### src/csa_pkg.sv
// Shared types and fixed widths for the cone surface anchor pipeline.
`default_nettype none
package csa_pkg;
    localparam int SQ_W  = 64;   // width of x^2 + y^2
    localparam int R_W   = 32;   // width of the integer square root
    localparam int D_W   = 36;   // width of the signed divisor 4r + 2z
    localparam int DIV_W = 35;   // width of the divisor magnitude
    localparam int SQ_STEPS = SQ_W / 2;

    typedef struct packed {
        logic signed [31:0] x;
        logic signed [31:0] y;
        logic signed [31:0] z;
        logic               zero;
    } t_vec;

    typedef struct packed {
        logic [DIV_W-1:0] ub;
        logic [2:0]       neg;
        logic             zero;
    } t_div_side;
endpackage
`default_nettype wire

### src/csa_sqrt_cell.sv
// One bit step of the integer square root chain.
`default_nettype none
module csa_sqrt_cell
    import csa_pkg::*;
#(
    parameter int STEP = 0
) (
    input  wire logic            i_clk,
    input  wire logic            i_rst_n,
    input  wire logic            i_en,
    input  wire logic            i_valid,
    input  wire logic [SQ_W-1:0] i_v,
    input  wire logic [SQ_W-1:0] i_res,
    input  wire t_vec            i_vec,
    output logic                 o_valid,
    output logic [SQ_W-1:0]      o_v,
    output logic [SQ_W-1:0]      o_res,
    output t_vec                 o_vec
);
    localparam logic [SQ_W-1:0] BIT = {{(SQ_W-1){1'b0}}, 1'b1} << (SQ_W - 2 - 2 * STEP);

    logic [SQ_W-1:0] trial;
    logic [SQ_W-1:0] n_v;
    logic [SQ_W-1:0] n_res;

    always_comb begin
        trial = i_res + BIT;
        if (i_v >= trial) begin
            n_v   = i_v - trial;
            n_res = (i_res >> 1) + BIT;
        end else begin
            n_v   = i_v;
            n_res = i_res >> 1;
        end
    end

    always_ff @(posedge i_clk) begin
        if (!i_rst_n) begin
            o_valid <= 1'b0;
        end else if (i_en) begin
            o_valid <= i_valid;
        end
    end

    always_ff @(posedge i_clk) begin
        if (i_en) begin
            o_v   <= n_v;
            o_res <= n_res;
            o_vec <= i_vec;
        end
    end
endmodule
`default_nettype wire

### config.mk
export PLATFORM = sky130hd
export DESIGN_NAME = csa_sqrt_cell
export DESIGN_NICKNAME = d
export VERILOG_FILES = /design/src/csa_pkg.sv /design/src/csa_sqrt_cell.sv
export SDC_FILE = /design/constraint.sdc
export NUM_CORES = 1
export LEC_CHECK = 0
export BUFFER_PORTS_ARGS = -buffer_cell sky130_fd_sc_hd__buf_2
export CELL_PAD_IN_SITES_DETAIL_PLACEMENT = 0
export CELL_PAD_IN_SITES_GLOBAL_PLACEMENT = 1
export CORE_ASPECT_RATIO = 0.6
export CORE_MARGIN = 1
export CORE_UTILIZATION = 30
export CTS_CLUSTER_DIAMETER = 150
export DETAILED_ROUTE_END_ITERATION = 7
export GPL_TIMING_DRIVEN = 1
export PLACE_DENSITY_LB_ADDON = 0.1
export SYNTH_ARGS = -nofsm -noshare
export SYNTH_HDL_FRONTEND = slang
export SYNTH_SLANG_ARGS = --single-unit
### constraint.sdc
create_clock -name i_clk -period 3.8 [get_ports i_clk]
set_input_delay 0.38 -clock i_clk [delete_from_list [all_inputs] [get_ports i_clk]]
set_output_delay 0.38 -clock i_clk [all_outputs]
set_load 0.005 [all_outputs]
# --- Yosys cells after proc, flatten, opt, wreduce, memory -nomap -nowiden ---
# Index checks and enable logic that the tools add are counted.
totals:
  reg_bits: 226
  in_bits: 229
  out_inout_bits: 226
classes:
  addsub: 3
  n_lt_le_gt_ge: 1
  n_mux: 2
op_table:
  columns: ["op", "n"]
  rows:
  - ["63-bit by 63-bit adder with 64-bit output (second input constant)", 1]
  - ["64-bit by 63-bit adder with 64-bit output (second input constant)", 1]
  - ["64-bit >= comparator", 1]
  - ["64-bit two-way mux", 1]
  - ["64-bit subtractor", 1]
  - ["63-bit two-way mux", 1]

# --- Longest topological paths before layout ---
# Gate-level depths: netlist (run 1).
depth:
  word_depth: 3
  depth_mapped: 15

# --- Least setup slack after synthesis (run 1) ---
# Ideal clock, no wire load.
synth_timing:
  path_type: "input-to-reg"
  startpoint: "in i_v[0]"
  endpoint: "reg o_v[62] (data pin)"
  setup_time_ns: 0.269
  arrival_time_ns: 2.707
  path_slack_ns: 0.824
  cell_stages: 14
  path_buffers: 1
  cell_sequence: "inv_1 -> ha_1 -> fa_1 -> nor2b_1 -> o21a_1 -> o211ai_2 -> a31o_2 -> nand2_2 -> a311oi_2 -> a31oi_4 -> nor2_4 -> buf_6 -> nor4bb_1 -> nor4_2"
synth_via:
  elab_chain_len: 2
  word_cells_on_any_way: 3
  classes_between: "add/sub: 1; order compare: 1; mux: 1"
synth_lines:
  columns: ["item", "line_no", "source"]
  rows:
  - ["start, declared", "csa_sqrt_cell.sv:12", "input wire logic [SQ_W-1:0] i_v,"]
  - ["64-bit subtractor / 64-bit >= comparator (equally long branches)", "csa_sqrt_cell.sv:29, csa_sqrt_cell.sv:28", null]
  - ["64-bit two-way mux *", "csa_sqrt_cell.sv:28", "if (i_v >= trial) begin"]
  - ["net n_v[62]", "csa_sqrt_cell.sv:23", "logic [SQ_W-1:0] n_v;"]
  - ["end signal, assigned", "csa_sqrt_cell.sv:47", "o_v <= n_v;"]
  - ["end, declared", "csa_sqrt_cell.sv:16", "output logic [SQ_W-1:0] o_v,"]
# The timed path passes the listed nets; every way through them passes the cells marked *.
# A chain may end at the register's enable or synchronous reset.

# --- Worst setup path in the final report (run 1) ---
layout_timing:
  startpoint: "in i_res[10]"
  endpoint: "reg o_v[63] (data pin)"
layout_via:
  elab_chain_len: 3
  word_cells_on_any_way: 4
  classes_between: "add/sub: 2; order compare: 1; mux: 1"
layout_lines:
  columns: ["item", "line_no", "source"]
  rows:
  - ["start, declared", "csa_sqrt_cell.sv:13", "input wire logic [SQ_W-1:0] i_res,"]
  - ["64-bit by 63-bit adder with 64-bit output *", "csa_sqrt_cell.sv:27", "trial = i_res + BIT;"]
  - ["64-bit subtractor / 64-bit >= comparator (equally long branches)", "csa_sqrt_cell.sv:29, csa_sqrt_cell.sv:28", null]
  - ["64-bit two-way mux *", "csa_sqrt_cell.sv:28", null]
  - ["net n_v[63]", "csa_sqrt_cell.sv:23", null]
# Marked as above.

==> load_flow_metrics.sql, run 1 <==
INSERT INTO impl_metrics (metric_group, metric, value, unit) VALUES
('clock_network', 'clock_path_buffers', '3', ''),
('clock_network', 'clock_latency', '530', 'ps'),
('pwr', 'worst_ir_drop_vdd', '0.254', 'mV'),
('drt', 'post_dr_vias_cell', '4.70', ''),
('timing', 'timing.final.crit_period', '3280', 'ps'),
('layout', 'num-fill-cells', '3802', ''),
('worst_setup_path', 'worstSetupPathType', 'input pin to flop', ''),
('clock_network', 'clk_pin_slew', '70', 'ps'),
('worst_setup_path', 'arrival', '3560', 'ps'),
('yosys', 'netlist_instances', '1012', ''),
('worst_setup_path', 'required', '4080', 'ps'),
('drt', 'detailroute.via_count', '9786', ''),
('drt', 'ant_nets', '0', ''),
('yosys', 'synth_top_cell_by_area', 'sky130_fd_sc_hd__edfxtp_1', ''),
('yosys', 'syn_area_per_cell', '11.5', 'sq um'),
('timing', 'timing.final.max_slew_violations', '0', ''),
('worst_setup_path', 'cp_buf_inv_count', '2', ''),
('yosys', 'synth.distinct_cells', '65', ''),
('worst_setup_path', 'cp_common_cell', 'sky130_fd_sc_hd__o21ai_0', ''),
('pwr', 'internal_dissipation', '4.99', 'mW'),
('clock_network', 'tritoncts.num_buffers', '24', ''),
('floorplan', 'die_x', '257', 'um'),
('yosys', 'synth_top_area_share', '57.9', '%'),
('placed_design', 'placement.cell_area', '14700', 'sq um'),
('floorplan', 'initial_cell_density_of_the_core', '30.7', '%'),
('drt', 'drt_iter0_markers', '681', ''),
('placed_design', 'final_wtd_congestion', '0.827', ''),
('worst_setup_path', 'crit_path_top_delay_cell', 'sky130_fd_sc_hd__a31oi_1', ''),
('grt', 'globalRoute.totalOverflow', '0', ''),
('status', 'outcome', 'finished, final reports clean', ''),
('placed_design', 'io_buffer_count', '454', ''),
('timing', 'max_freq', '0.305', 'GHz'),
('timing', 'clock_skew', '0', 'ps'),
('layout', 'multi_input_area', '4420', 'sq um'),
('yosys', 'yosysWarnings', '0', ''),
('worst_setup_path', 'worst_path_dominant_cell_family', 'compound AO/OA/AOI/OAI gates', ''),
('clock_network', 'cts_htree_levels', '1', ''),
('clock_network', 'post_cts.resized_instances', '0', ''),
('yosys', 'synth-seq-area-share', '58.0', '%'),
('layout', 'postLayoutCellArea', '16100', 'sq um'),
('yosys', 'ys_top_cells_by_area', 'sky130_fd_sc_hd__edfxtp_1 58%, sky130_fd_sc_hd__ha_1 6.9%, sky130_fd_sc_hd__o21ai_0 3.8%', ''),
('run', 'maxCapViolCount', '0', ''),
('grt', 'grt_first_pass_wirelength', '58800', 'um'),
('yosys', 'synthFlopType', 'sky130_fd_sc_hd__edfxtp_1', ''),
('drt', 'wl_per_cell', '19.1', 'um'),
('worst_setup_path', 'worstPathCellList', 'buf_2, inv_1, ha_1, a21oi_1, o221ai_1, o21ai_0, a31oi_1, a31oi_1, o211ai_1, o21ai_0, xnor2_1, o21ai_0', ''),
('clock_network', 'clock_net_sink_count', '226', ''),
('timing', 'relSlewSlack', '53.5', '%'),
('pwr', 'clockPowerShare', '32.7', '%'),
('worst_setup_path', 'setup.worst_path.end_class', 'flop', ''),
('yosys', 'synth-edff-count', '225', ''),
('timing', 'timing_worst_slew_pin_value', '695', 'ps'),
('pwr', 'power.static_leakage', '7.16', 'nW'),
('grt', 'grt_antenna_before_repair', '1', ''),
('floorplan', 'num_io_pins', '455', ''),
('worst_setup_path', 'critical_path_fanouts_max', '6', ''),
('pwr', 'comb_power_share', '22.4', '%'),
('drt', 'drt-total-wl', '39800', 'um'),
('floorplan', 'floorplan.rows', '55', ''),
('grt', 'first_global_vias', '9586', ''),
('timing', 'final_hold_viol_count', '0', ''),
('timing', 'setup_violations', '0', ''),
('worst_setup_path', 'start_kind', 'input pin', ''),
('floorplan', 'coreArea', '38000', 'sq um'),
('placed_design', 'dp.final_hpwl', '31400', 'um'),
('placed_design', 'placed_cells', '1966', ''),
('timing', 'finalSetupTns', '0', 'ps'),
('drt', 'drt_pre_antenna_iters', '5', ''),
('timing', 'grt_setup_unrepaired', 'false', ''),
('floorplan', 'die_h', '155', 'um'),
('pwr', 'p_sw_share', '28.0', '%');
## cells in the mapped netlist, drive strengths merged (5+ instances only)
cell    number
inv         80
a31oi        8
nor3        15
ha          64
o211ai       7
o21bai      21
nand2      107
nand4       24
o21ai       93
buf         17
a21o        45
a21boi       5
o21a         9
a21oi       86
edfxtp     225
clkbuf      20
nor2        38
nand3        9
xor2        25
xnor2       33
nor2b        9
mux2         5
## cell families after synthesis
| family | Yosys count | synth area share [%] |
|---|---|---|
| AOI/OAI and AO/OA | 303 | 16.2 |
| xor gates and xnor gates | 58 | 4.35 |
| adders and majority gates | 65 | 7.03 |
| buffers and inverters | 117 | 4.06 |
| DFF | 226 | 58.0 |
| muxes | 7 | 0.654 |
| and+or+nand+nor | 236 | 9.71 |
## cells in the final DEF, fill, tap and decap left out, types with 3 or more instances in the layout
cell type,netlist,routed
sky130_fd_sc_hd__ha_1,64,64
sky130_fd_sc_hd__nand2_1,106,106
sky130_fd_sc_hd__nor2b_1,9,9
sky130_fd_sc_hd__buf_4,3,20
sky130_fd_sc_hd__nor4_1,3,3
sky130_fd_sc_hd__o211ai_1,6,6
sky130_fd_sc_hd__clkinv_2,0,4
sky130_fd_sc_hd__nor3_1,15,15
sky130_fd_sc_hd__and4_1,4,4
sky130_fd_sc_hd__nand4_1,24,24
sky130_fd_sc_hd__a31oi_1,6,6
sky130_fd_sc_hd__a21boi_0,4,4
sky130_fd_sc_hd__nor2_1,37,37
sky130_fd_sc_hd__buf_2,13,453
sky130_fd_sc_hd__clkbuf_1,20,6
sky130_fd_sc_hd__o21ai_0,88,88
sky130_fd_sc_hd__xor2_1,25,25
sky130_fd_sc_hd__o21ai_1,5,5
sky130_fd_sc_hd__xnor2_1,33,33
sky130_fd_sc_hd__clkbuf_16,0,25
sky130_fd_sc_hd__nand3_1,9,9
sky130_fd_sc_hd__inv_1,80,80
sky130_fd_sc_hd__mux2_2,5,5
sky130_fd_sc_hd__nor4bb_1,3,3
sky130_fd_sc_hd__dlygate4sd3_1,0,77
sky130_fd_sc_hd__a211oi_1,4,4
sky130_fd_sc_hd__nand2b_1,4,4
sky130_fd_sc_hd__buf_12,0,4
sky130_fd_sc_hd__o221ai_1,3,3
sky130_fd_sc_hd__or3_1,3,3
sky130_fd_sc_hd__o21a_1,9,9
sky130_fd_sc_hd__a211o_1,3,3
sky130_fd_sc_hd__edfxtp_1,225,225
sky130_fd_sc_hd__o31ai_1,3,3
sky130_fd_sc_hd__and3_1,3,3
sky130_fd_sc_hd__a21oi_1,86,86
sky130_fd_sc_hd__o21bai_1,21,21
sky130_fd_sc_hd__a21o_1,45,45
## per-layer routing
metal / track usage (%) / share of wire (%)
met1: 30.0 / 51
met2: 27.2 / 42
met3: 4.23 / 5.4
met4: 3.43 / 1.5
met5: 0 / 0
## power groups by stage
stage / clock network, mW / registers, mW / logic, mW
floorplan: 0 / 3.20 / 0.718
global placement: 0 / 3.16 / 1.50
detailed placement: 0 / 3.16 / 1.49
CTS: 2.35 / 3.12 / 1.56
global route: 2.43 / 3.14 / 1.71
finish: 2.26 / 3.11 / 1.55
## flip-flops by register name (all words and copies together), names as in the netlist
| register | count |
|---|---|
| o_vec | 97 |
| o_v | 64 |
| o_res | 64 |
| o_valid | 1 |
## worst paths after layout
check,from,endpoint,slack [ps],cells after the start
min reg2reg,o_valid,o_valid,520,2
max,i_res[10],o_v[63],520,12
min,i_vec[41],o_vec[41],20,1
max reg2reg,o_valid,o_valid,3220,2
## cell type report
type	instances	share of cell area (%)
antenna	1	0.0155
clock inverter	9	0.449
timing repair buffer	555	20.3
tap	513	3.97
inverter	80	1.86
clock buffer	31	4.01
multi-input combinational	669	27.4
sequential	226	42.0
## metrics by stage
stage                     util (%)  total power, mW  setup WS [ps]  hold WS [ps]
after CTS                     42.5             7.03            589         0.133
after global routing          42.5             7.28            258         0.945
after detailed placement      38.6             4.65           24.8           508
after global placement        38.6             4.66           71.1           501
final                         42.5             6.93            518          22.8
after floorplan                  -             3.92            824           479
## what timing repair did
action | in CTS | in global routing
setup endpoints to repair | 0 | 0
setup buffers | 0 | 0
endpoints found under the hold margin | 76 | 1
hold buffers | 76 | 1
Power figures use the tool's default switching activity.
==> run 2: changes to the inputs <==
--- a/config.mk
+++ b/config.mk
@@ -15,6 +15,7 @@
 export DETAILED_ROUTE_END_ITERATION = 7
 export GPL_TIMING_DRIVEN = 1
 export PLACE_DENSITY_LB_ADDON = 0.1
+export RECOVER_POWER = 50
 export SYNTH_ARGS = -nofsm -noshare
 export SYNTH_HDL_FRONTEND = slang
 export SYNTH_SLANG_ARGS = --single-unit
==> load_flow_metrics.sql, run 2 (synthesized netlist as in run 1, its figures left out) <==
INSERT INTO impl_metrics (metric_group, metric, value, unit) VALUES
('worst_setup_path', 'worstSetupPathType', 'input pin to flop', ''),
('clock_network', 'tritoncts', 'yes', ''),
('worst_setup_path', 'crit_path_top_delay_cell', 'sky130_fd_sc_hd__a31oi_1', ''),
('grt', 'grt_antenna_before_repair', '1', ''),
('drt', 'ant_nets', '0', ''),
('pwr', 'power.density', '431', 'nW/um^2'),
('status', 'failed_checks', 'max-capacitance violations, max-slew violations', ''),
('grt', 'grt_first_pass_wirelength', '58800', 'um'),
('clock_network', 'clockRootBuffer', 'sky130_fd_sc_hd__clkbuf_16', ''),
('drt', 'wl_per_cell', '19.0', 'um'),
('clock_network', 'clock_net_sink_count', '226', ''),
('clock_network', 'clock_path_buffers', '3', ''),
('timing', 'timing.final.crit_period', '3300', 'ps'),
('grt', 'maximum_number_of_pins_on_one_net_before_global_route_repair', '80', ''),
('worst_setup_path', 'cp_common_cell', 'sky130_fd_sc_hd__o21ai_0', ''),
('drt', 'drt-total-wl', '39700', 'um'),
('layout', 'most_common_library_cell_in_the_layout_ignoring_fill_and_taps', 'sky130_fd_sc_hd__buf_2', ''),
('hold_path', 'min_path_cells', '1', ''),
('layout', 'reg.largest.list', 'o_vec x97, o_res x64, o_v x64', ''),
('placed_design', 'dp_worst_setup_slack', '24.8', 'ps'),
('floorplan', 'die_h', '155', 'um'),
('floorplan', 'num_io_pins', '455', ''),
('timing', 'grt_setup_unrepaired', 'false', ''),
('timing', 'timing.final.max_slew_violations', '80', ''),
('floorplan', 'floorplan.rows', '55', ''),
('run', 'maxCapViolCount', '1', ''),
('worst_setup_path', 'timing.rr.end', 'o_valid', ''),
('worst_setup_path', 'critical_path_fanouts_max', '4', ''),
('timing', 'clock_skew', '0', 'ps'),
('layout', 'final_util', '42.3', '%'),
('worst_setup_path', 'arrival', '3580', 'ps'),
('hold_path', 'worst_hold_path.endpoint', 'o_vec[41]', ''),
('layout', 'layout.cells.non_filler', '2084', ''),
('worst_setup_path', 'start_kind', 'input pin', ''),
('timing', 'final_hold_viol_count', '0', ''),
('timing', 'relSlewSlack', '-36.8', '%'),
('clock_network', 'clock_latency', '530', 'ps'),
('worst_setup_path', 'required', '4080', 'ps'),
('placed_design', 'placed_cells', '1966', ''),
('worst_setup_path', 'critical_path.max_stage_delay', '570', 'ps'),
('floorplan', 'floorplan.die_area', '39700', 'sq um'),
('worst_setup_path', 'r2r_setup_slack', '3190', 'ps'),
('worst_setup_path', 'r2r_start', 'o_valid', ''),
('timing', 'setup_violations', '0', ''),
('placed_design', 'io_buffer_count', '454', ''),
('layout', 'flow.area_growth_from_synthesis', '37.5', '%'),
('clock_network', 'clk_pin_slew', '70', 'ps'),
('worst_setup_path', 'setup.worst_path.end_class', 'flop', ''),
('drt', 'detail_route.drc_violations', '0', ''),
('layout', 'postLayoutCellArea', '16100', 'sq um'),
('timing', 'hold_slack', '26.9', 'ps'),
('placed_design', 'final_wtd_congestion', '0.827', ''),
('worst_setup_path', 'timing.reg2reg.worst_path_depth', '2', ''),
('grt', 'global_route.usage.total', '19.3', '%'),
('floorplan', 'initial_cell_density_of_the_core', '30.7', '%'),
('grt', 'first_global_vias', '9586', ''),
('pwr', 'worst_ir_drop_vdd', '0.254', 'mV'),
('drt', 'drt_iter0_markers', '640', ''),
('worst_setup_path', 'worstPathCellList', 'clkbuf_1, inv_1, ha_1, nor2b_1, o2111ai_1, a21boi_2, o21ai_0, a31oi_1, a31oi_1, o211ai_1, o21ai_0, xnor2_1, o21ai_0', ''),
('clock_network', 'cts_setup_buffers', '0', ''),
('pwr', 'report.power.total', '6.91', 'mW'),
('layout', 'regMostFlops', 'o_vec', ''),
('layout', 'largest_reg_flops', '97', ''),
('hold_path', 'hold_path_startpoint', 'i_vec[41]', ''),
('grt', 'globalRoute.totalOverflow', '0', ''),
('placed_design', 'placement.cell_area', '14700', 'sq um'),
('timing', 'finalSetupTns', '0', 'ps'),
('hold_path', 'min_path_type', 'input pin to flop', ''),
('layout', 'final_net_count', '1850', ''),
('clock_network', 'tritoncts.num_buffers', '24', ''),
('timing', 'timing_worst_slew_pin_value', '2050', 'ps'),
('drt', 'detailroute.via_count', '9763', ''),
('floorplan', 'die_x', '257', 'um'),
('layout', 'most-common-layout-cells', '407 x sky130_fd_sc_hd__buf_2, 225 x sky130_fd_sc_hd__edfxtp_1, 106 x sky130_fd_sc_hd__nand2_1', ''),
('drt', 'drt_pre_antenna_iters', '8', ''),
('timing', 'post-route-period-util', '86.9', '%'),
('pwr', 'power.static_leakage', '7.02', 'nW'),
('placed_design', 'dp.final_hpwl', '31400', 'um'),
('clock_network', 'cts_htree_levels', '1', ''),
('drt', 'post_dr_vias_cell', '4.68', ''),
('floorplan', 'coreArea', '38000', 'sq um'),
('timing', 'max_freq', '0.303', 'GHz'),
('timing', 'finalWorstSetupSlack', '496', 'ps'),
('layout', 'drive_gt1_share', '30.8', '%'),
('status', 'outcome', 'finished with violations', '');
-- run 2: changes by cell type in the layout (fill, tap and decap cells not counted), sizes merged --
cell	delta
buf	-49
clkbuf	+49
-- run 2: worst max-delay path: cells and delay by family --
family / cells / cell delay [ps]
adder cells (fa/ha/maj): 1 / 290
XOR/XNOR: 1 / 150
buffers and inverters: 2 / 240
AND/OR/NAND/NOR: 1 / 150
AO/OA/AOI/OAI: 8 / 2360
-- run 2: final cells by class --
cell class / instances / area [sq um]
clock buffer: 31 / 648
antenna: 1 / 2.50
multi-input combinational: 669 / 4420
tap: 513 / 642
sequential: 226 / 6780
timing repair buffer: 555 / 3190
fill: 3825 / 21900
clock inverter: 9 / 72.6
inverter: 80 / 300
-- run 2: power by group --
part	switching, mW	leakage [nW]	internal [mW]	total, mW
combinational	0.873	4.46	0.668	1.54
sequential	0.0639	2.21	3.05	3.12
clock	0.994	0.348	1.26	2.26
total	1.93	7.02	4.98	6.91
-- run 2: repair_timing --
item	4_1_cts	5_1_grt
endpoints found under the hold margin	76	1
gates resized for setup	0	0
hold buffers	76	1
-- run 2: worst max-delay path by stage --
stage	cells past startpoint	endpoint	slack, ps	start
finish	13	o_v[63]	500	i_res[1]
global route	13	o_v[63]	220	i_res[8]
CTS	13	o_v[63]	590	i_res[8]
detailed placement	13	o_v[63]	20	i_res[8]
global placement	13	o_v[63]	70	i_res[1]
floorplan	14	o_v[62]	820	i_v[0]
-- run 2: routing by layer --
layer	up-vias	global-route usage, %	part of all wire (%)
met5	-	0	0
met4	0	3.43	1.5
met3	37	4.23	5.8
met2	300	27.2	42
met1	4597	30.0	51
li1	4829	-	-
