==> src/csa_pkg.sv <==
// Shared types and fixed widths for the cone surface anchor pipeline.
`default_nettype none
package csa_pkg;
    localparam int SQ_W  = 64;   // width of x^2 + y^2
    localparam int R_W   = 32;   // width of the integer square root
    localparam int D_W   = 36;   // width of the signed divisor 4r + 2z
    localparam int DIV_W = 35;   // width of the divisor magnitude
    localparam int SQ_STEPS = SQ_W / 2;

    typedef struct packed {
        logic signed [31:0] x;
        logic signed [31:0] y;
        logic signed [31:0] z;
        logic               zero;
    } t_vec;

    typedef struct packed {
        logic [DIV_W-1:0] ub;
        logic [2:0]       neg;
        logic             zero;
    } t_div_side;
endpackage
`default_nettype wire

==> src/csa_div_cell.sv <==
// One restoring division step for the three vector components.
`default_nettype none
module csa_div_cell
    import csa_pkg::*;
#(
    parameter int NUM_W = 49
) (
    input  wire logic                 i_clk,
    input  wire logic                 i_rst_n,
    input  wire logic                 i_en,
    input  wire logic                 i_valid,
    input  wire logic [2:0][NUM_W-1:0] i_num,
    input  wire logic [2:0][NUM_W-1:0] i_quo,
    input  wire logic [2:0][DIV_W-1:0] i_rem,
    input  wire t_div_side            i_side,
    output logic                      o_valid,
    output logic [2:0][NUM_W-1:0]     o_num,
    output logic [2:0][NUM_W-1:0]     o_quo,
    output logic [2:0][DIV_W-1:0]     o_rem,
    output t_div_side                 o_side
);
    logic [2:0][DIV_W:0]     part;
    logic [2:0][NUM_W-1:0]   n_num;
    logic [2:0][NUM_W-1:0]   n_quo;
    logic [2:0][DIV_W-1:0]   n_rem;

    // While the divisor is nonzero, the partial remainder stays below it, so it fits DIV_W bits.
    always_comb begin
        for (int i = 0; i < 3; i++) begin
            part[i]  = {i_rem[i], i_num[i][NUM_W-1]};
            n_num[i] = i_num[i] << 1;
            if (part[i] >= {1'b0, i_side.ub}) begin
                n_rem[i] = DIV_W'(part[i] - {1'b0, i_side.ub});
                n_quo[i] = {i_quo[i][NUM_W-2:0], 1'b1};
            end else begin
                n_rem[i] = part[i][DIV_W-1:0];
                n_quo[i] = {i_quo[i][NUM_W-2:0], 1'b0};
            end
        end
    end

    always_ff @(posedge i_clk) begin
        if (!i_rst_n) begin
            o_valid <= 1'b0;
        end else if (i_en) begin
            o_valid <= i_valid;
        end
    end

    always_ff @(posedge i_clk) begin
        if (i_en) begin
            o_num  <= n_num;
            o_quo  <= n_quo;
            o_rem  <= n_rem;
            o_side <= i_side;
        end
    end
endmodule
`default_nettype wire

==> config.mk <==
export PLATFORM = sky130hd
export DESIGN_NAME = csa_div_cell
export DESIGN_NICKNAME = d
export VERILOG_FILES = /design/src/csa_pkg.sv /design/src/csa_div_cell.sv
export SDC_FILE = /design/constraint.sdc
export NUM_CORES = 1
export LEC_CHECK = 0
export ABC_CLOCK_PERIOD_IN_PS = 6100
export BUFFER_PORTS_ARGS = -buffer_cell sky130_fd_sc_hd__buf_2
export CAP_MARGIN = 20
export CORE_AREA = 10 10 333 335
export DETAILED_ROUTE_END_ITERATION = 12
export DIE_AREA = 0 0 343 345
export PLACE_DENSITY_LB_ADDON = 0.12
export SLEW_MARGIN = 25
export SYNTH_ARGS = -nofsm -noshare
export SYNTH_HDL_FRONTEND = slang
export SYNTH_SLANG_ARGS = --single-unit
==> constraint.sdc <==
create_clock -name i_clk -period 6.1 [get_ports i_clk]
set_input_delay 0.61 -clock i_clk [delete_from_list [all_inputs] [get_ports i_clk]]
set_output_delay 0.61 -clock i_clk [all_outputs]
set_load 0.01 [all_outputs]
Word level (Yosys, flattened, before mapping)
Index checks and enable logic that the tools add are counted.
{"block": "word_totals", "reg_bits": 436, "in_bits": 442, "out_inout_bits": 439, "elab_cells": 25}
{"block": "classes", "n_addsub": 3, "order_cmp": 3, "n_mux": 6}
{"operator": "36-bit by 35-bit greater-or-equal comparator with 1-bit output", "n": 3}
{"operator": "35-bit two-way mux", "n": 3}
{"operator": "35-bit subtractor", "n": 3}
{"operator": "1-bit two-way mux", "n": 3}

Logic depth before layout (Yosys ltp)
Gate-level depths: netlist of run 1.
{"block": "depth", "ltp_word": 2, "depth_mapped": 15, "ltp_nobuf": 13}

Worst setup path before layout of run 1
No wires, ideal clock.
{"block": "synth_timing", "path_type": "input to register", "startpoint": "input i_side[7] (netlist bit)", "endpoint": "register o_rem[44] (netlist bit), data pin", "setup_time_ns": 0.260, "t_arrival_ns": 3.212, "t_required_ns": 5.840, "slack_ns": 2.627, "cell_stages": 12, "path_buffers": 1, "cell_sequence": "inv_1 -> ha_1 -> o211ai_1 -> a21oi_1 -> a211oi_2 -> o21ai_1 -> a21oi_2 -> o31ai_1 -> a222oi_1 -> nand2_2 -> buf_6 -> mux2_4"}
{"element": "from (decl)", "line_no": "csa_div_cell.sv:15", "text": "input wire t_div_side i_side,"}
{"element": "to (signal assigned)", "line_no": "csa_div_cell.sv:54", "text": "o_rem <= n_rem;"}
{"element": "to (decl)", "line_no": "csa_div_cell.sv:19", "text": "output logic [2:0][DIV_W-1:0] o_rem,"}

==> results of run 1 <==
## layer usage
layer  wire, µm  global-route usage, %  up-vias
met5        408                      0        -
met1      33420                  15.27     7577
met4       2180                  3.415       68
li1           -                      -     7304
met2      51690                  29.43      613
met3      10700                  7.761      162
## power groups by stage
stage	Sequential [mW]	Clock, mW	Combinational (mW)
after floorplan	3.96	0	0.615
after global placement	3.80	0	1.66
after detailed placement	3.79	0	1.66
after CTS	3.74	3.47	1.67
after global routing	3.76	3.58	1.77
final	3.73	3.31	1.61
## synth_stat cells, types with 6 or more instances
master	instances
nor2b_1	14
nor3_1	9
edfxtp_1	435
nand2_1	90
o21bai_1	9
o21a_1	6
a21o_1	51
inv_1	62
o31ai_1	7
nand4_1	18
nand3_1	21
mux2_2	20
nor2_1	96
nand2b_1	19
clkbuf_1	30
o21ai_0	92
a21oi_1	143
a211oi_1	11
a31oi_1	17
ha_1	105
and3_1	7
xor2_1	38
xnor2_1	55
## how the worst max path moves through the flow
stage                     slack (ns)  cells past startpoint         to
final                           2.17                     15  o_rem[38]
after global routing            1.97                     15  o_rem[39]
after CTS                       2.20                     13  o_rem[20]
after detailed placement        1.47                     14  o_rem[81]
after global placement          1.46                     13   o_rem[3]
after floorplan                 2.63                     12  o_rem[44]
## logic make-up after synthesis
family,count (synthesis),share of synthesized area (%)
DFF,436,66.57
AOI/OAI and AO/OA,377,11.50
and+or+nand+nor,297,6.997
adders and majority gates,108,6.991
buffers and inverters,104,2.222
xor gates and xnor gates,93,4.145
muxes,26,1.553
other,1,0.01908
## state kept, by name, indices dropped and copies added, names as in the netlist
signal / count
o_num: 144
o_quo: 147
o_side: 39
o_rem: 105
o_valid: 1
## stage by stage
step,instances,utilization (%),setup WS (ns),hold slack (ns),area (µm²)
floorplan,1444,-,2.627,0.5383,19660
finish,3803,26.45,2.169,0.1505,27610
CTS,3779,26.39,2.197,0.06525,27550
global route,3780,26.39,1.971,0.09645,27550
detailed placement,3680,24.67,1.471,0.5323,25750
global placement,3680,24.67,1.462,0.5190,25750
## final cells by class
cell class                      count  area share (%)
Clock inverter                     33           1.228
Sequential cell                   436           47.39
Timing Repair Buffer              887           16.42
Inverter                           62          0.8430
Antenna cell                       24          0.2175
Multi-Input combinational cell    904           22.31
Tap cell                         1391           6.304
Clock buffer                       66           5.289
## critical path, delay by kind of cell
family          cells  cell delay, ns
compound gates      6            1.07
buf+inv             4            0.90
simple gates        2            0.70
fa+ha+maj           2            0.64
mux                 1            0.36
==> results.toml, run 1 <==
[outcome]
status = "finished clean"

[floorplan]
die-height_um = 345
rows = 119
core_area_mm2 = 0.1044
start_util_pct = 18.83
die_x_um = 343
ioPinCount = 881
dieArea_mm2 = 0.1183

[clock_tree]
clkSinkCount = 436
clock_latency_ns = 0.61
cts_post_setup_buffers_inserted = 0
clk_pin_slew_ns = 0.06
hold_buffers = 0
cts-htree-levels = 2
root_buffer = "clkbuf_16"
cts_resized = 0
cts_made_buffers = 56
clock_path_buffers = 3
cts_tree = "built"

[sta]
slew-limit-headroom_pct = 18.90
rsz0062_at_grt = "no"
setup_viol = 0
period_needed_ns = 3.931
tightest_slew_ns = 1.216
timing.final.crit_share_pct = 64.45
max_clock_freq_mhz = 254.4
setup_tns_ns = 0
fin_skew_ns = 0
hold_viol = 0
maxSlewViolCount = 0

[run]
drv_cap = 0

[finish]
mostFrequentLayoutCells = "873 x buf_2, 435 x edfxtp_1, 143 x a21oi_1"
area_growth_pct = 40.47
final_layout_size_suffix_gt1_share_pct = 41.88
nets = 2897
n_fill_cell = 11060
multi_input_area_mm2 = 0.006160
layout_commonest_cell = "buf_2"
seq_area_mm2 = 0.01308

[min_path]
min_from = "i_side[3]"
holdPathStages = 1
hold_path.class = "in -> reg"
whs_endpoint = "o_side[3]"

[setup_path]
regToRegStartpoint = "o_valid"
slowest_stage = "nand2_2"
cp_max_fo = 33
max_stage_delay_ns = 0.51
r2r_end = "o_valid"
start_kind = "primary input"
cp-end-kind = "flop"
arrival_ns = 4.32
r2r_cells = 2
ff2ff_setup_slack_ns = 5.49
critPathKind = "in -> reg"
worstSetupStartpoint = "i_side[4]"
worstPathCellList = "buf_2 > ha_1 > fa_1 > nand2b_1 > a21oi_1 > a211oi_2 > o21ai_1 > a21oi_2 > o31ai_1 > buf_4 > a222oi_1 > buf_4 > nand2_2 > buf_4 > mux2_2"
crit_top_cell = "buf_4"
cp.required_ns = 6.49

[pwr]
ir_drop_mv = 0.2035
p_comb_share_pct = 18.6
p_clk_share_pct = 38.3
fin_total_pwr_mw = 8.658
switching_share_pct = 28.03
seqPwrFrac_pct = 43.1
power_leakage_nw = 11.73
p_int_mw = 6.231
p_sw_mw = 2.427
p_per_area_mw_per_mm2 = 313.6

[global_route]
gr-total-overflow = 0
grt_pass1_wl_um = 131900
grt_use_total_pct = 15.73
grt_max_degree = 152
grt_pass1_vias = 16300
antenna_found_initial = 68

[place]
gp_congestion = 0.8360
dp_hpwl_um = 82530
io_buffers = 874

[yosys]
synthFlopType = "edfxtp_1"
synth_edf_count = 435
syn_avg_cell_area_um2 = 13.63
mappedNetlistArea_mm2 = 0.01965
synth_top_cell_by_area = "edfxtp_1"
yosysWarnings = 0
synth_top_area_share_pct = 66.47
synth_area_leaders = "edfxtp_1 66%, ha_1 6.7%, a21oi_1 3.6%, xnor2_1 2.5%, o21ai_0 2.3%"
synth-seq-area-share_pct = 66.57
ys_ff_latch = 436
yosysUniqueCellTypes = 63
syn_inst = 1442
async_flop_share_pct = 0

[detailed_routing]
vias = 15720
wl_per_cell_um = 25.87
wl_um = 98400
drc = 0
ant_nets = 0
viasPerCell = 4.135
drt_first_pass_iters = 5
drt_iter0_drc = 816
No activity file was read; power rests on OpenSTA's default activity.
==> run 2: changes to the inputs <==
ABC_CLOCK_PERIOD_IN_PS = 3880   (was 6100)
CORE_AREA = 10 10 336 338   (was 10 10 333 335)
DIE_AREA = 0 0 346 348   (was 0 0 343 345)
clock period = 3.88 ns   (was 6.1 ns; I/O delays follow)
==> run 2 against run 1 <==
Effect of this change: final cell count increased by 10%; combinational power increased by 83%; setup slack got worse by 2.0 ns; clock skew unchanged; hold slack got worse by 0.086 ns; die area increased by 1.8%; design area increased by 14%; sequential share of layout area decreased by 5.8 points; first-iteration DRC count increased by 10%; sequential power increased by 57%; via count increased by 9.7%; critical endpoint is now o_rem[65].
==> results.toml, run 2 (synthesized netlist as in run 1, its figures left out) <==
[outcome]
status = "finished clean"

[floorplan]
die_x_um = 346
dieArea_mm2 = 0.1204
rows = 120
core_area_mm2 = 0.1063
die-height_um = 348
start_util_pct = 18.49
ioPinCount = 881

[global_route]
gr-total-overflow = 0
grt_pass1_wl_um = 140000
grt_pass1_vias = 18190
grt_use_total_pct = 16.06
antenna_found_initial = 39
grt_max_degree = 100

[place]
dp_hpwl_um = 83940
io_buffers = 874
gp_congestion = 0.8378
place_ws_ns = -0.006288
post_dp_cell_area_mm2 = 0.02621
dpl.cell_count = 3747

[setup_path]
worstPathCellList = "dlygate4sd3_1 > buf_2 > ha_1 > fa_1 > nand2b_1 > a21oi_1 > a211oi_2 > o21ai_0 > nor4b_1 > nor4_2 > o21ai_0 > buf_4 > a221oi_1 > xor2_1 > a21oi_1"
start_kind = "primary input"
max_stage_delay_ns = 0.69
slowest_stage = "nor4b_1"
cp_max_fo = 4
cp-end-kind = "flop"
cp.required_ns = 4.25
critPathKind = "in -> reg"
arrival_ns = 4.05

[finish]
multi_input_area_mm2 = 0.006172
n_fill_cell = 11010
mostFrequentLayoutCells = "873 x buf_2, 435 x edfxtp_1, 329 x dlygate4sd3_1"
postLayoutCoreUtil_pct = 29.60
stdcell_area_mm2 = 0.03146
largestRegisters = "o_quo: 147 flops, o_num: 144 flops, o_rem: 105 flops"
layout_commonest_cell = "buf_2"
largest_reg_flops = 147
nets = 3285
largest-register = "o_quo"
area_growth_pct = 60.09
seq_area_mm2 = 0.01308
finalNonFillerCells = 4190
final_layout_size_suffix_gt1_share_pct = 38.40

[run]
drv_cap = 0

[pwr]
fin_total_pwr_mw = 14.25
p_per_area_mw_per_mm2 = 453.0
ir_drop_mv = 0.3898
power_leakage_nw = 13.45

[clock_tree]
clkSinkCount = 436
cts_made_buffers = 57
cts_tree = "built"
clk_pin_slew_ns = 0.05
clock_path_buffers = 3
clock_latency_ns = 0.64
root_buffer = "clkbuf_16"
cts-htree-levels = 2

[sta]
maxSlewViolCount = 0
period_needed_ns = 3.681
setup_viol = 0
max_clock_freq_mhz = 271.7
rsz0062_at_grt = "no"
whs_ns = 0.06452
tightest_slew_ns = 0.7844
fin_skew_ns = 0
slew-limit-headroom_pct = 46.97
worst_slack_ns = 0.1991
hold_viol = 0
timing.final.crit_share_pct = 94.87
setup_tns_ns = 0

[detailed_routing]
viasPerCell = 4.118
m1WireLength_um = 37840
met2WireLength_um = 54030
drt_first_pass_iters = 5
drc = 0
ant_nets = 0
drt_iter0_drc = 899
top_layer_used = "met5"
wl_met3_um = 6984
wl_per_cell_um = 24.37
wl_um = 102100
vias = 17250

[min_path]
hold_path.class = "in -> reg"
run 2: changes by cell type in the layout (fill, tap and decap cells not counted), sizes merged, moves of 2 or more:
cell	change
buf	+57
diode	-16
dlygate4sd3	+329
inv	+2
bufinv	+2
run 2: what timing repair did:
item                                    4_1_cts  5_1_grt
endpoints found under the setup margin        0       10
hold buffers                                329        0
hold endpoints to repair                    328        0
buffers inserted                              0        2
gates resized for setup                       0        3
run 2: final timing paths:
| path | startpoint | end | slack [ns] | cells past startpoint |
|---|---|---|---|---|
| max reg2reg | o_valid | o_valid | 2.71 | 3 |
| min reg2reg | o_valid | o_valid | 1.11 | 3 |
| max | i_side[4] | o_rem[65] | 0.20 | 15 |
| min | i_rem[73] | o_rem[74] | 0.06 | 3 |
run 2: metal layers:
metal / GRT usage, % / up-vias
li1: - / 8068
met1: 16.97 / 8371
met5: 0 / -
met3: 5.034 / 152
met4: 4.416 / 40
met2: 30.37 / 622
run 2: layout make-up:
cell class	instances	share of cell area, %
Sequential cell	436	41.58
Timing Repair Buffer	1274	26.43
Multi-Input combinational cell	904	19.62
Tap cell	1403	5.580
Clock buffer	64	4.617
Clock inverter	39	1.368
Inverter	62	0.7397
Antenna cell	8	0.06363
run 2: worst max-delay path: cells and delay by family:
kind            cells  cell delay, ns
compound gates      6            0.95
xor+xnor            1            0.15
fa+ha+maj           2            0.63
buf+inv             3            0.88
simple gates        3            1.06
run 2: where the power goes:
group          internal (mW)  leakage, nW  switching (mW)
logic                   1.26         8.26            1.68
registers               5.75         4.27           0.124
clock network           3.22        0.921            2.23
==> run 3: changes to the inputs <==
ABC_AREA = 1   (was default)
==> run 3 against run 2 <==
Effect of this change: area after synthesis is 15% higher; sequential share of layout area is 3.3 points lower; power is 1.6% higher; hold slack worse by 0.0085 ns; clock skew stayed put; non-clock buffer count is 14 lower; clock power is 4% lower; design area is 8.7% higher; register-to-register slack worse by 0.02 ns; largest cell class unchanged; highest routed layer unchanged.
==> results.toml, run 3 <==
[pwr]
p_comb_share_pct = 23.2
ir_drop_mv = 0.3291
p_per_area_mw_per_mm2 = 423.3
switching_share_pct = 30.92
p_int_mw = 9.999
p_clk_share_pct = 36.3
fin_total_pwr_mw = 14.47
p_sw_mw = 4.476
power_leakage_nw = 16.36
seqPwrFrac_pct = 40.5

[floorplan]
start_util_pct = 21.23
ioPinCount = 881
core_area_mm2 = 0.1063
die_x_um = 346
rows = 120
die-height_um = 348
dieArea_mm2 = 0.1204

[setup_path]
slowest_stage = "dlygate4sd3_1"
critPathKind = "in -> reg"
start_kind = "primary input"
crit_top_cell = "nand2_1"
max_stage_delay_ns = 0.63
worstPathCellList = "dlygate4sd3_1 > buf_2 > inv_1 > ha_1 > nand2_1 > inv_1 > nand2_1 > nand2_1 > inv_1 > nand2_1 > a21oi_1 > nand2_1 > nand2_1 > nand2_2 > buf_12 > o21ai_0"
cp_max_fo = 21
cp.required_ns = 4.27
arrival_ns = 3.68
r2r_cells = 3
crit_family = "buffers and inverters"
cp_num_cells = 16
path_buf_inv = 6
cp-end-kind = "flop"

[sta]
hold_viol = 0
setup_tns_ns = 0
timing.final.crit_share_pct = 84.70
slew-limit-headroom_pct = 32.21
worst_slack_ns = 0.5937
whs_ns = 0.05606
tightest_slew_ns = 1.017
setup_viol = 0
max_clock_freq_mhz = 304.3
period_needed_ns = 3.286
fin_skew_ns = 0
maxSlewViolCount = 0
rsz0062_at_grt = "no"

[global_route]
grt_pass1_vias = 21670
grt_pass1_wl_um = 172600
grt_use_total_pct = 20.19
grt_max_degree = 101
antenna_found_initial = 40
gr-total-overflow = 0

[detailed_routing]
viasPerCell = 4.136
vias = 21250
drt_iter0_drc = 1188
wl_per_cell_um = 24.63
drc = 0
wl_um = 126600
drt_first_pass_iters = 7
ant_nets = 0

[finish]
largest-register = "o_quo"
largest_reg_flops = 147
area_growth_pct = 51.55
postLayoutCoreUtil_pct = 32.17
finalNonFillerCells = 5138
final_layout_size_suffix_gt1_share_pct = 28.77
nets = 4227
stdcell_area_mm2 = 0.03419
n_fill_cell = 11410
mostFrequentLayoutCells = "886 x nand2_1, 873 x buf_2, 435 x edfxtp_1"
largestRegisters = "o_quo: 147 flops, o_num: 144 flops, o_rem: 105 flops"
layout_commonest_cell = "nand2_1"

[clock_tree]
cts_resized = 0
clock_latency_ns = 0.64
root_buffer = "clkbuf_16"
cts-htree-levels = 2
clkSinkCount = 436
clock_path_buffers = 3
cts_made_buffers = 56
clk_pin_slew_ns = 0.06
cts_tree = "built"

[yosys]
synth_edf_count = 435
mappedNetlistArea_mm2 = 0.02256
synth_area_leaders = "edfxtp_1 58%, nand2_1 15%, ha_1 5.8%, inv_1 5.8%, nor2_1 2.7%"
syn_avg_cell_area_um2 = 9.476
async_flop_share_pct = 0
synth_top_cell_by_area = "edfxtp_1"
yosysUniqueCellTypes = 34
synth_top_area_share_pct = 57.89
syn_inst = 2381
synth_common_cells = "886 x nand2_1, 435 x edfxtp_1, 347 x inv_1"
synthFlopType = "edfxtp_1"
synth-seq-area-share_pct = 57.98
ys_ff_latch = 436
synth.most_common_cell = "nand2_1"
yosysWarnings = 0

[min_path]
holdPathStages = 3
hold_path.class = "in -> reg"

[place]
io_buffers = 874
post_dp_cell_area_mm2 = 0.02873
dpl.cell_count = 4660
gp_congestion = 0.9014
place_ws_ns = 0.6385
dp_hpwl_um = 106300

[run]
drv_cap = 0

[outcome]
status = "finished clean"
run 3: changes by cell type in the layout (fill, tap and decap cells not counted), sizes merged, moves of 24 or more:
cell and change:
nand2 +820, inv +300, nand3 +92, nor2 +81
a21oi -60, o21ai -59, a21o -51, xnor2 -49
buf -46, dlygate4sd3 +33, mux2 -24
run 3: routing by layer:
metal	vias up	GRT usage (%)	part of all wire (%)
li1	10350	-	-
met2	700	36.95	51
met3	154	5.252	6.4
met1	10020	22.92	39
met4	30	5.757	3.1
met5	-	0	0.14
run 3: worst paths after layout:
| kind | slack, ns | start | end |
|---|---|---|---|
| worst min-delay path | 0.06 | i_rem[98] | o_rem[99] |
| worst max register to register | 2.69 | o_valid | o_valid |
| worst max-delay path | 0.59 | i_side[22] | o_rem[0] |
| worst min register to register | 1.10 | o_valid | o_valid |
run 3: cell families after synthesis:
group                    Yosys count  share of synthesized area [%]
flip-flops                       436                          57.98
buffers and inverters            387                          7.104
AND/OR/NAND/NOR                 1258                          23.46
AO/OA/AOI/OAI                    137                          3.255
adder cells (fa/ha/maj)          108                          6.089
other                              1                        0.01662
XOR/XNOR                          54                          2.096
run 3: power by group through the flow:
stage	clock network (mW)	logic, mW	registers (mW)
finish	5.25	3.36	5.87
global route	5.61	3.68	5.91
CTS	5.45	3.45	5.87
detailed placement	0	3.09	5.95
global placement	0	3.11	5.96
floorplan	0	1.22	6.21
run 3: repair_timing:
action                                 4_1_cts  5_1_grt
endpoints found under the hold margin      361        0
setup buffers                                0        0
hold buffers                               362        0
run 3: worst min-delay path, stage by stage:
cell and delay (ns):
buf_2 0.10, nand2_1 0.05, nand2_1 0.06
run 3: layout make-up:
| cell class | count | area [µm²] | area share, % |
|---|---|---|---|
| Antenna cell | 13 | 32.53 | 0.09514 |
| Clock buffer | 69 | 1471 | 4.303 |
| Tap cell | 1403 | 1755 | 5.134 |
| Clock inverter | 34 | 339.1 | 0.9916 |
| Inverter | 363 | 1365 | 3.992 |
| Multi-Input combinational cell | 1560 | 7885 | 23.06 |
| Timing Repair Buffer | 1260 | 8263 | 24.16 |
| Sequential cell | 436 | 13080 | 38.26 |
